File: config.mk
export PLATFORM = sky130hd
export DESIGN_NAME = ascii_command_parser_with_checksum
export DESIGN_NICKNAME = d
export VERILOG_FILES = /design/src/design/acp_pkg.sv /design/src/design/acp_step.sv /design/src/design/ascii_command_parser_with_checksum.sv
export VERILOG_INCLUDE_DIRS = /design/src /design/src/design
export SDC_FILE = /design/constraint.sdc
export NUM_CORES = 1
export LEC_CHECK = 0
export BUFFER_PORTS_ARGS = -buffer_cell sky130_fd_sc_hd__buf_2
export CAP_MARGIN = 20
export CORE_MARGIN = 5
export CORE_UTILIZATION = 51
export CTS_CLUSTER_DIAMETER = 100
export DETAILED_ROUTE_END_ITERATION = 10
export PLACE_DENSITY_LB_ADDON = 0.25
export SLEW_MARGIN = 20
export SYNTH_ARGS = -nofsm -noshare
export SYNTH_HDL_FRONTEND = slang
export SYNTH_SLANG_ARGS = --single-unit
File: constraint.sdc
create_clock -name clk -period 2 [get_ports clk]
set_input_delay 0.1 -clock clk [delete_from_list [all_inputs] [get_ports clk]]
set_output_delay 0.1 -clock clk [all_outputs]
set_load 0.01 [all_outputs]
File: src/design/assert_macros.svh
// Assertion macros used by the top-level RTL file.
// No dependencies; each macro expects clk and arst_n in scope.
`ifndef ASSERT_MACROS_SVH
`define ASSERT_MACROS_SVH

// Implication or plain property, checked on every clk edge outside reset.
`define ACP_ASSERT(lbl, prop, msg) \
	lbl: assert property (@(posedge clk) disable iff (!arst_n) (prop)) else $error(msg);

// Antecedent and consequent given apart, same-cycle implication.
`define ACP_ASSERT_IMP(lbl, ante, cons, msg) \
	lbl: assert property (@(posedge clk) disable iff (!arst_n) (ante) |-> (cons)) \
		else $error(msg);

`endif

File: src/design/acp_pkg.sv
// Shared types and codes of the ASCII command parser.
// No dependencies; used by acp_step and the top level.
package acp_pkg;

	// parser phase codes
	localparam logic [3:0] PH_HASH  = 4'd0;
	localparam logic [3:0] PH_NRNUM = 4'd1;
	localparam logic [3:0] PH_S     = 4'd2;
	localparam logic [3:0] PH_T     = 4'd3;
	localparam logic [3:0] PH_E     = 4'd4;
	localparam logic [3:0] PH_W     = 4'd5;
	localparam logic [3:0] PH_COL   = 4'd6;
	localparam logic [3:0] PH_VALC  = 4'd7;
	localparam logic [3:0] PH_CHECK = 4'd8;
	localparam logic [3:0] PH_EXC   = 4'd9;

	// command kinds
	localparam logic [1:0] KIND_NEW  = 2'd0;
	localparam logic [1:0] KIND_RST  = 2'd1;
	localparam logic [1:0] KIND_MOVE = 2'd2;
	localparam logic [1:0] KIND_CAND = 2'd3;

	// error codes
	localparam logic [1:0] ERR_NONE  = 2'd0;
	localparam logic [1:0] ERR_UNREC = 2'd1;
	localparam logic [1:0] ERR_START = 2'd2;
	localparam logic [1:0] ERR_CSUM  = 2'd3;

	// characters
	localparam logic [7:0] CH_HASH = 8'h23;
	localparam logic [7:0] CH_EXCL = 8'h21;
	localparam logic [7:0] CH_N    = 8'h4E;
	localparam logic [7:0] CH_R    = 8'h52;
	localparam logic [7:0] CH_C    = 8'h43;
	localparam logic [7:0] CH_S    = 8'h53;
	localparam logic [7:0] CH_T    = 8'h54;
	localparam logic [7:0] CH_E    = 8'h45;
	localparam logic [7:0] CH_W    = 8'h57;
	localparam logic [7:0] CH_0    = 8'h30;
	localparam logic [7:0] CH_1    = 8'h31;
	localparam logic [7:0] CH_9    = 8'h39;

	typedef struct packed {
		logic [3:0] phase;
		logic       game_started;
		logic [4:0] digit_sum;
		logic [3:0] row_digit;
		logic [3:0] col_digit;
		logic [3:0] value_digit;
		logic [1:0] pending_kind;
	} state_t;

	typedef struct packed {
		logic       echo_valid;
		logic [7:0] echo_byte;
		logic [1:0] error_code;
		logic       cmd_valid;
		logic [1:0] cmd_kind;
		logic [3:0] cmd_row;
		logic [3:0] cmd_col;
		logic [3:0] cmd_value;
	} result_t;

	localparam state_t STATE_RST = '{
		phase: PH_HASH, game_started: 1'b0, digit_sum: 5'd0, row_digit: 4'd0,
		col_digit: 4'd0, value_digit: 4'd0, pending_kind: KIND_NEW
	};

endpackage

File: src/design/acp_step.sv
// One parse step: next parser state and result for one received byte.
// Purely combinational; depends on acp_pkg.
module acp_step (
	input  acp_pkg::state_t  st,
	input  logic [7:0]       rx_byte,
	input  logic             busy_req,
	output acp_pkg::state_t  st_nxt,
	output acp_pkg::result_t res
);
	import acp_pkg::*;

	logic       dig19;
	logic       dig09;
	logic [3:0] dig;
	logic [7:0] csum_char;

	assign dig19     = rx_byte inside {[CH_1:CH_9]};
	assign dig09     = rx_byte inside {[CH_0:CH_9]};
	assign dig       = rx_byte[3:0];
	assign csum_char = {5'b00110, st.digit_sum[2:0]};

	always_comb begin
		st_nxt = st;
		res    = '0;
		if (!busy_req) begin
			case (st.phase)
				PH_NRNUM: begin
					if (rx_byte == CH_N) begin
						res.echo_valid      = 1'b1;
						st_nxt.pending_kind = KIND_NEW;
						st_nxt.phase        = PH_E;
					end else if (st.game_started && rx_byte == CH_R) begin
						res.echo_valid      = 1'b1;
						st_nxt.pending_kind = KIND_RST;
						st_nxt.phase        = PH_S;
					end else if (st.game_started && dig19) begin
						res.echo_valid   = 1'b1;
						st_nxt.row_digit = dig;
						st_nxt.digit_sum = st.digit_sum + {1'b0, dig};
						st_nxt.phase     = PH_COL;
					end else begin
						res.error_code = st.game_started ? ERR_UNREC : ERR_START;
						st_nxt.phase   = PH_HASH;
					end
				end
				PH_S: begin
					if (rx_byte == CH_S) begin
						res.echo_valid = 1'b1;
						st_nxt.phase   = PH_T;
					end else begin
						res.error_code = ERR_UNREC;
						st_nxt.phase   = PH_HASH;
					end
				end
				PH_T: begin
					if (rx_byte == CH_T) begin
						res.echo_valid = 1'b1;
						st_nxt.phase   = PH_EXC;
					end else begin
						res.error_code = ERR_UNREC;
						st_nxt.phase   = PH_HASH;
					end
				end
				PH_E: begin
					if (rx_byte == CH_E) begin
						res.echo_valid = 1'b1;
						st_nxt.phase   = PH_W;
					end else begin
						res.error_code = ERR_UNREC;
						st_nxt.phase   = PH_HASH;
					end
				end
				PH_W: begin
					if (rx_byte == CH_W) begin
						res.echo_valid = 1'b1;
						st_nxt.phase   = PH_EXC;
					end else begin
						res.error_code = ERR_UNREC;
						st_nxt.phase   = PH_HASH;
					end
				end
				PH_COL: begin
					if (dig19) begin
						res.echo_valid   = 1'b1;
						st_nxt.col_digit = dig;
						st_nxt.digit_sum = st.digit_sum + {1'b0, dig};
						st_nxt.phase     = PH_VALC;
					end else begin
						res.error_code = ERR_UNREC;
						st_nxt.phase   = PH_HASH;
					end
				end
				PH_VALC: begin
					if (rx_byte == CH_C) begin
						res.echo_valid      = 1'b1;
						st_nxt.pending_kind = KIND_CAND;
						st_nxt.phase        = PH_EXC;
					end else if (dig09) begin
						res.echo_valid     = 1'b1;
						st_nxt.value_digit = dig;
						st_nxt.digit_sum   = st.digit_sum + {1'b0, dig};
						st_nxt.phase       = PH_CHECK;
					end else begin
						res.error_code = ERR_UNREC;
						st_nxt.phase   = PH_HASH;
					end
				end
				PH_CHECK: begin
					// checksum digit is the running sum mod 8
					if (rx_byte == csum_char) begin
						res.echo_valid      = 1'b1;
						st_nxt.pending_kind = KIND_MOVE;
						st_nxt.phase        = PH_EXC;
					end else begin
						res.error_code = ERR_CSUM;
						st_nxt.phase   = PH_HASH;
					end
				end
				PH_EXC: begin
					// anything but '!' drops the command silently
					if (rx_byte == CH_EXCL) begin
						res.echo_valid = 1'b1;
						res.cmd_valid  = 1'b1;
						res.cmd_kind   = st.pending_kind;
						case (st.pending_kind)
							KIND_NEW: st_nxt.game_started = 1'b1;
							KIND_RST: st_nxt.game_started = 1'b0;
							KIND_MOVE: begin
								res.cmd_row   = st.row_digit;
								res.cmd_col   = st.col_digit;
								res.cmd_value = st.value_digit;
							end
							default: begin
								res.cmd_row = st.row_digit;
								res.cmd_col = st.col_digit;
							end
						endcase
					end
					st_nxt.phase = PH_HASH;
				end
				default: begin
					// waiting for '#', unused codes behave the same
					if (rx_byte == CH_HASH) begin
						res.echo_valid   = 1'b1;
						st_nxt.digit_sum = 5'd0;
						st_nxt.phase     = PH_NRNUM;
					end else begin
						res.error_code = ERR_UNREC;
						st_nxt.phase   = PH_HASH;
					end
				end
			endcase
			res.echo_byte = res.echo_valid ? rx_byte : 8'd0;
		end
	end

endmodule

File: src/design/ascii_command_parser_with_checksum.sv
// Top level of the ASCII command parser with checksum.
// Depends on acp_pkg, acp_step and assert_macros.svh.
//
//  channel | handshake          | payload
//  --------+--------------------+-----------------------------------------------
//  in      | in_valid, in_stall | rx_byte, busy_req
//  out     | out_valid,out_stall| echo_valid, echo_byte, error_code, cmd_valid,
//          |                    | cmd_kind, cmd_row, cmd_col, cmd_value
//
// Flow: an item enters the input register, then one parse step moves it into
//   the result register; one item per cycle is sustained while out_stall is low.
// Parser state updates on the edge where the item leaves the input register.
// Reset (arst_n low) empties both registers and puts the parser in wait-for-'#'
//   with no game started.
// A stalled output holds the result register; in_stall rises only when the
//   input register is full and cannot drain.
`include "assert_macros.svh"

module ascii_command_parser_with_checksum (
	input  logic       clk,
	input  logic       arst_n,
	input  logic       in_valid,
	output logic       in_stall,
	input  logic [7:0] rx_byte,
	input  logic       busy_req,
	output logic       out_valid,
	input  logic       out_stall,
	output logic       echo_valid,
	output logic [7:0] echo_byte,
	output logic [1:0] error_code,
	output logic       cmd_valid,
	output logic [1:0] cmd_kind,
	output logic [3:0] cmd_row,
	output logic [3:0] cmd_col,
	output logic [3:0] cmd_value
);
	import acp_pkg::*;

	// input register
	logic       vld_s1;
	logic [7:0] byte_s1;
	logic       busy_s1;

	// parser state and result register
	state_t     st_q;
	state_t     st_nxt;
	result_t    res_nxt;
	result_t    res_q;
	logic       out_vld_q;

	logic       out_free;   // result register can load this cycle
	logic       adv;        // item in s1 moves to the result register
	logic       in_take;

	assign out_free = !out_vld_q || !out_stall;
	assign adv      = vld_s1 && out_free;
	assign in_stall = vld_s1 && !out_free;
	assign in_take  = in_valid && !in_stall;

	acp_step u_step (
		.st       (st_q),
		.rx_byte  (byte_s1),
		.busy_req (busy_s1),
		.st_nxt   (st_nxt),
		.res      (res_nxt)
	);

	always_ff @(posedge clk or negedge arst_n) begin
		if (!arst_n) begin
			vld_s1 <= 1'b0;
		end else if (in_take) begin
			vld_s1 <= 1'b1;
		end else if (adv) begin
			vld_s1 <= 1'b0;
		end
	end

	always_ff @(posedge clk) begin
		if (in_take) begin
			byte_s1 <= rx_byte;
			busy_s1 <= busy_req;
		end
	end

	always_ff @(posedge clk or negedge arst_n) begin
		if (!arst_n) begin
			st_q      <= STATE_RST;
			out_vld_q <= 1'b0;
		end else begin
			if (adv) begin
				st_q <= st_nxt;
			end
			if (out_free) begin
				out_vld_q <= vld_s1;
			end
		end
	end

	always_ff @(posedge clk) begin
		if (adv) begin
			res_q <= res_nxt;
		end
	end

	assign out_valid  = out_vld_q;
	assign echo_valid = res_q.echo_valid;
	assign echo_byte  = res_q.echo_byte;
	assign error_code = res_q.error_code;
	assign cmd_valid  = res_q.cmd_valid;
	assign cmd_kind   = res_q.cmd_kind;
	assign cmd_row    = res_q.cmd_row;
	assign cmd_col    = res_q.cmd_col;
	assign cmd_value  = res_q.cmd_value;

	// stall only when the input register is full and the output is blocked
	`ACP_ASSERT_IMP(a_stall_cause, in_stall, vld_s1 && out_vld_q && out_stall, "in_stall without full pipe")
	// a finished command is always echoed and error-free
	`ACP_ASSERT_IMP(a_cmd_echo, out_valid && cmd_valid, echo_valid && error_code == ERR_NONE, "command without echo")
	// an error never comes with an echo
	`ACP_ASSERT_IMP(a_err_no_echo, out_valid && error_code != ERR_NONE, !echo_valid && !cmd_valid, "echo on error")
	// every command (new, reset, move or candidate) ends in wait-for-'#'
	`ACP_ASSERT(a_cmd_phase, $past(adv && res_nxt.cmd_valid) |-> st_q.phase == PH_HASH, "phase after command")

endmodule
==> results.cfg, run 1 <==
[run_status]
result_of_the_run = finished with violations
failed_checks = negative setup slack

[die]
design.die.area_um2 = 7460
ports_placed_on_the_boundary = 41
die-height_um = 86.4
initial_core_utilization = 0.534
placeableCoreArea_um2 = 5570
rows = 27
die_width_um = 86.4

[route]
ant_nets = 0
drt_pre_antenna_iters = 4
violation_count_after_the_first_detailed_routing_iteration = 233
routed_via_density = 5.67
detail_route.wl_per_cell_um = 17.8
via_count = 2493
totalWireLength_mm = 7.82
drc_errors = 0

[sta]
final_period_minus_worst_setup_slack_ps = 2190
min_period_over_period = 1.10
timing.max_slew.rel_slack = 0.613
finalMaxSlewViolations = 0
setup_slack_ps = -192
final_hold_viol_count = 0
timing.final.setup_violations = 25
final.hold.worst_slack_ps = 69.3
skew_ps = 11.7
fmax_mhz = 456
unrepaired_setup_endpoints_after_global_routing = true
tightest_slew_ps = 576

[clock_tree]
clk_pin_slew_worst_paths_ps = 70
clock_tree.htree_level_count = 3
clock_latency_late_sink_ps = 340
clock_sinks = 59
tritoncts.num_buffers = 9
clk_path_buf_depth = 2
cts.root.buffer_cell = sky130_fd_sc_hd__clkbuf_8
cts_tree = yes

[final_layout]
post_route_cells_drive_above_1_share = 0.467
num-fill-cells = 360
fin_area_um2 = 4320
area_occupied_by_multi_input_gates_um2 = 1450
finalNetCount = 379
finish.cell_count_without_fillers = 440
regArea_um2 = 1650
insertedDiodeCount = 0
area_delta_synth_final_pct = 45.3

[power_and_ir_drop]
power_dens_cells_nw_per_um2 = 678
report.power.total_mw = 2.93
leakage_nw = 1.85
vdd.ir_drop.worst_mv = 0.470

[synth]
yosys-top-cells-area = sky130_fd_sc_hd__edfxtp_1 (35%), sky130_fd_sc_hd__dfrtp_1 (20%), sky130_fd_sc_hd__mux2_2 (4.5%)
count_of_flip_flops_with_a_built_in_enable_after_synthesis = 35
syn_area_per_cell_um2 = 11.9
postSynthRegisterBits = 59
synth-async-reset-ratio = 0.407
synthMostInstantiatedCell = sky130_fd_sc_hd__edfxtp_1
yosysWarnings = 0
synth-seq-area-share = 0.555
post-synth-top-area-cell = sky130_fd_sc_hd__edfxtp_1
yosys.cell_types.count = 57
syn_area_um2 = 2970
post_synth_inst_count = 250
netlist.area_leader.share = 0.353
mapped_nets = 266
netlist_top_cells_count = sky130_fd_sc_hd__edfxtp_1 (35), sky130_fd_sc_hd__dfrtp_1 (24), sky130_fd_sc_hd__nand2_1 (17)
postSynth.topFlopCell = sky130_fd_sc_hd__edfxtp_1

[global_route]
grt_antenna_before_repair = 0
largest_net_degree_at_the_start_of_global_routing = 27
grt-ovfl-total = 0
grt_pass1_wl_mm = 12.2
via_count_of_the_first_global_routing_pass = 2460
grtUsageTotal = 0.215

[critical_path]
critPathCaptureType = flop
wp_data_arrival_ps = 2270
criticalPathCategory = reg -> reg
cp-start-kind = flop
path_max_fanout = 8
timing.critical_path.required_ps = 2080

[place]
post-place-ws_ps = -130
portBuffers = 40
routabilityCongestion = 0.918
detailed_place_hpwl_mm = 5.19
placedCellCount = 397
post_dp_cell_area_um2 = 3590

[min_path]
hold_class = in -> reg

[flow_run]
drv.max_cap_violation_count = 0
-- kinds of logic after synthesis --
| family | after synthesis | synth area share |
|---|---|---|
| fa+ha+maj | 3 | 0.0151 |
| flops | 59 | 0.555 |
| buf+inv | 24 | 0.0358 |
| simple gates | 108 | 0.231 |
| compound gates | 38 | 0.100 |
| mux | 14 | 0.0522 |
| xor+xnor | 3 | 0.00884 |
| other cells | 1 | 0.00126 |
-- sequential cells by signal (all words and copies together), names as in the netlist --
name        cells
busy_s1         1
byte_s1         8
cmd_value       4
echo_valid      1
vld_s1          1
cmd_valid       1
cmd_col         4
error_code      2
echo_byte       8
st_q           22
cmd_kind        2
out_valid       1
cmd_row         4
-- final cells by class --
| type | count | area share |
|---|---|---|
| well taps | 72 | 0.0209 |
| multi-input cells | 167 | 0.336 |
| clock buffers | 11 | 0.0304 |
| repair buffers | 116 | 0.198 |
| clock inverters | 5 | 0.0235 |
| inverters | 10 | 0.00869 |
| flip-flops and latches | 59 | 0.382 |
-- layout by cell type, fill, tap and decap left out, types with 4 or more instances in the layout --
cell type	instances
sky130_fd_sc_hd__nand2_1	16
sky130_fd_sc_hd__mux2_2	8
sky130_fd_sc_hd__nand3_2	4
sky130_fd_sc_hd__buf_2	40
sky130_fd_sc_hd__nand2b_1	5
sky130_fd_sc_hd__buf_6	12
sky130_fd_sc_hd__dlygate4sd3_1	11
sky130_fd_sc_hd__buf_4	52
sky130_fd_sc_hd__a21oi_1	5
sky130_fd_sc_hd__dfrtp_1	24
sky130_fd_sc_hd__nand4_1	8
sky130_fd_sc_hd__nor2b_1	4
sky130_fd_sc_hd__clkbuf_8	9
sky130_fd_sc_hd__mux2_4	4
sky130_fd_sc_hd__nand3_1	5
sky130_fd_sc_hd__nor2_1	9
sky130_fd_sc_hd__and3_1	12
sky130_fd_sc_hd__edfxtp_1	35
sky130_fd_sc_hd__inv_1	10
sky130_fd_sc_hd__o21ai_0	5
-- critical path, stage by stage, from the launching register on --
cell,delay [ps]
sky130_fd_sc_hd__edfxtp_1,450
sky130_fd_sc_hd__buf_4,160
sky130_fd_sc_hd__or4_4,510
sky130_fd_sc_hd__nand4_1,150
sky130_fd_sc_hd__nand4_1,210
sky130_fd_sc_hd__nor4_4,210
sky130_fd_sc_hd__buf_6,190
sky130_fd_sc_hd__nor4b_2,60
-- through the flow --
stage	util	setup TNS, ps
5_1_grt	0.775	-6220
3_5_place_dp	0.645	-1620
3_3_place_gp	0.645	-1240
4_1_cts	0.716	-1970
6_report	0.775	-2780
2_1_floorplan	-	-277
-- routing by layer --
metal | routed length [um] | vias to the layer above | track usage
met5 | 0 | - | 0
met4 | 200 | 0 | 0.0751
met3 | 477 | 19 | 0.0580
met2 | 4000 | 93 | 0.362
met1 | 3140 | 1205 | 0.266
li1 | - | 1176 | -
-- worst paths after layout --
check                           startpoint      endpoint  slack (ps)  cells past startpoint
worst max-delay path            byte_s1[1]  echo_byte[3]        -190                      7
worst min-delay path             out_stall     out_valid          70                      3
worst max register to register  byte_s1[1]  echo_byte[3]        -190                      7
worst min register to register     st_q[0]      st_q[19]         460                      1
max in group asynchronous           arst_n       st_q[6]        1310                      2
min in group asynchronous           arst_n      st_q[20]         290                      2
-- repair_timing --
action / CTS / global route
pin swaps: 3 / 11
setup endpoints to repair: 26 / 41
buffers inserted: 3 / 13
hold buffers: 11 / 0
resized for setup: 11 / 52
endpoints found under the hold margin: 34 / 0
-- power by group --
part / total (mW) / internal, mW / leakage [nW] / switching [mW]
logic: 0.284 / 0.128 / 1.06 / 0.156
registers: 1.37 / 1.35 / 0.672 / 0.0202
clock network: 1.28 / 0.824 / 0.111 / 0.455
Note: power is estimated with default switching activity, not from simulation.
==> inputs of run 2 (changes only) <==
- RECOVER_POWER: default -> 100
==> results.cfg, run 2 (synthesis results as in run 1) <==
[clock_tree]
clock_latency_late_sink_ps = 330
clock_tree.htree_level_count = 3
cts_tree = yes
clk_path_buf_depth = 2
clk_pin_slew_worst_paths_ps = 70
clock_sinks = 59
tritoncts.num_buffers = 9
cts.root.buffer_cell = sky130_fd_sc_hd__clkbuf_8

[sta]
skew_ps = 9.49
final_period_minus_worst_setup_slack_ps = 2180
tightest_slew_ps = 1390
timing.max_slew.rel_slack = 0.0705
timing.final.setup_violations = 35
fmax_mhz = 459
unrepaired_setup_endpoints_after_global_routing = true
final_hold_viol_count = 0
final.hold.worst_slack_ps = 73.0
finalMaxSlewViolations = 0
setup_total_negative_slack_ps = -2800
min_period_over_period = 1.09
setup_slack_ps = -179

[global_route]
largest_net_degree_at_the_start_of_global_routing = 27
grt-ovfl-total = 0
grtUsageTotal = 0.215
via_count_of_the_first_global_routing_pass = 2460
grt_pass1_wl_mm = 12.2
grt_antenna_before_repair = 0

[critical_path]
critPathCaptureType = flop
path_max_fanout = 8
timing.critical_path.required_ps = 2080
cp-start-kind = flop
wp_data_arrival_ps = 2260
rrSetupSlack_ps = -180
criticalPathCategory = reg -> reg

[final_layout]
layout_common_cells = sky130_fd_sc_hd__buf_4 (52), sky130_fd_sc_hd__edfxtp_1 (35), sky130_fd_sc_hd__clkbuf_1 (31), sky130_fd_sc_hd__dfrtp_1 (24), sky130_fd_sc_hd__nand2_1 (16)
finalNetCount = 379
fin_util = 0.766
regArea_um2 = 1650
area_delta_synth_final_pct = 43.5
finish.cell_count_without_fillers = 440
insertedDiodeCount = 0
register_containing_the_most_flip_flops_in_the_final_layout = st_q
layout_commonest_cell = sky130_fd_sc_hd__buf_4
area_occupied_by_multi_input_gates_um2 = 1450
largest_register_ffs = 22
post_route_cells_drive_above_1_share = 0.389
num-fill-cells = 379

[power_and_ir_drop]
power_dens_cells_nw_per_um2 = 683
vdd.ir_drop.worst_mv = 0.470
power_frac_clock = 0.439
pwr-share-seq = 0.470
power.share.combinational = 0.092
net-switching-power_mw = 0.630
leakage_nw = 1.75
internal-power_mw = 2.28
power.share.switching = 0.216

[route]
via_count = 2505
drc_errors = 0
routed_via_density = 5.69
detail_route.wl_per_cell_um = 17.8
violation_count_after_the_first_detailed_routing_iteration = 222
ant_nets = 0
totalWireLength_mm = 7.85
drt_pre_antenna_iters = 4

[run_status]
failed_checks = negative setup slack
result_of_the_run = finished with violations

[place]
placedCellCount = 397
portBuffers = 40
detailed_place_hpwl_mm = 5.19
routabilityCongestion = 0.918

[die]
initial_core_utilization = 0.534
rows = 27
die_width_um = 86.4
placeableCoreArea_um2 = 5570
die-height_um = 86.4
design.die.area_um2 = 7460
ports_placed_on_the_boundary = 41

[flow_run]
drv.max_cap_violation_count = 0

[min_path]
hold_class = in -> reg
[run 2: cell count changes in the layout (fill, tap and decap cells not counted), sizes merged]
| cell | change |
|---|---|
| clkbuf | +30 |
| buf | -30 |
[run 2: worst paths after layout]
check / start / to / depth (start not counted)
max: byte_s1[1] / echo_byte[3] / 7
min: out_stall / out_valid / 3
max reg2reg: byte_s1[1] / echo_byte[3] / 7
min reg2reg: st_q[0] / st_q[19] / 1
max in group asynchronous: arst_n / st_q[6] / 2
min in group asynchronous: arst_n / st_q[20] / 2
[run 2: through the flow]
stage | cell area [um2] | power, mW | worst slack [ps]
2_1_floorplan | 2990 | 1.49 | -69.3
3_3_place_gp | 3590 | 1.61 | -97.1
3_5_place_dp | 3590 | 1.62 | -130
4_1_cts | 3990 | 2.92 | -133
5_1_grt | 4270 | 3.03 | -256
6_report | 4270 | 2.91 | -179
[run 2: layer usage]
layer / GRT usage / vias to the layer above / wire length, um
met5: 0 / - / 0
met4: 0.0751 / 0 / 200
met3: 0.0580 / 19 / 535
met2: 0.362 / 90 / 4050
met1: 0.266 / 1218 / 3060
li1: - / 1178 / -
[run 2: power by group through the flow]
| stage | registers, mW | clock network (mW) | logic (mW) |
|---|---|---|---|
| 2_1_floorplan | 1.41 | 0 | 0.0792 |
| 3_3_place_gp | 1.39 | 0 | 0.225 |
| 3_5_place_dp | 1.39 | 0 | 0.228 |
| 4_1_cts | 1.37 | 1.30 | 0.249 |
| 5_1_grt | 1.37 | 1.37 | 0.288 |
| 6_report | 1.37 | 1.28 | 0.268 |
[run 2: layout make-up]
class / instances / share of cell area
sequential: 59 / 0.387
multi-input combinational: 167 / 0.340
timing repair buffer: 116 / 0.188
clock buffer: 11 / 0.0308
clock inverter: 5 / 0.0237
tap: 72 / 0.0211
inverter: 10 / 0.00879
[run 2: worst max-delay path, stage by stage, from the launching register on]
cell and delay [ps]:
sky130_fd_sc_hd__edfxtp_1 450, sky130_fd_sc_hd__buf_4 170, sky130_fd_sc_hd__or4_4 510, sky130_fd_sc_hd__nand4_1 150, sky130_fd_sc_hd__nand4_1 200, sky130_fd_sc_hd__nor4_4 210, sky130_fd_sc_hd__buf_6 190, sky130_fd_sc_hd__nor4b_2 60
[run 2: repair_timing]
action | 4_1_cts | 5_1_grt
endpoints found under the hold margin | 34 | 0
resized for setup | 11 | 52
setup endpoints to repair | 26 | 41
hold buffers | 11 | 0
pin swaps | 3 | 11
setup buffers | 3 | 13
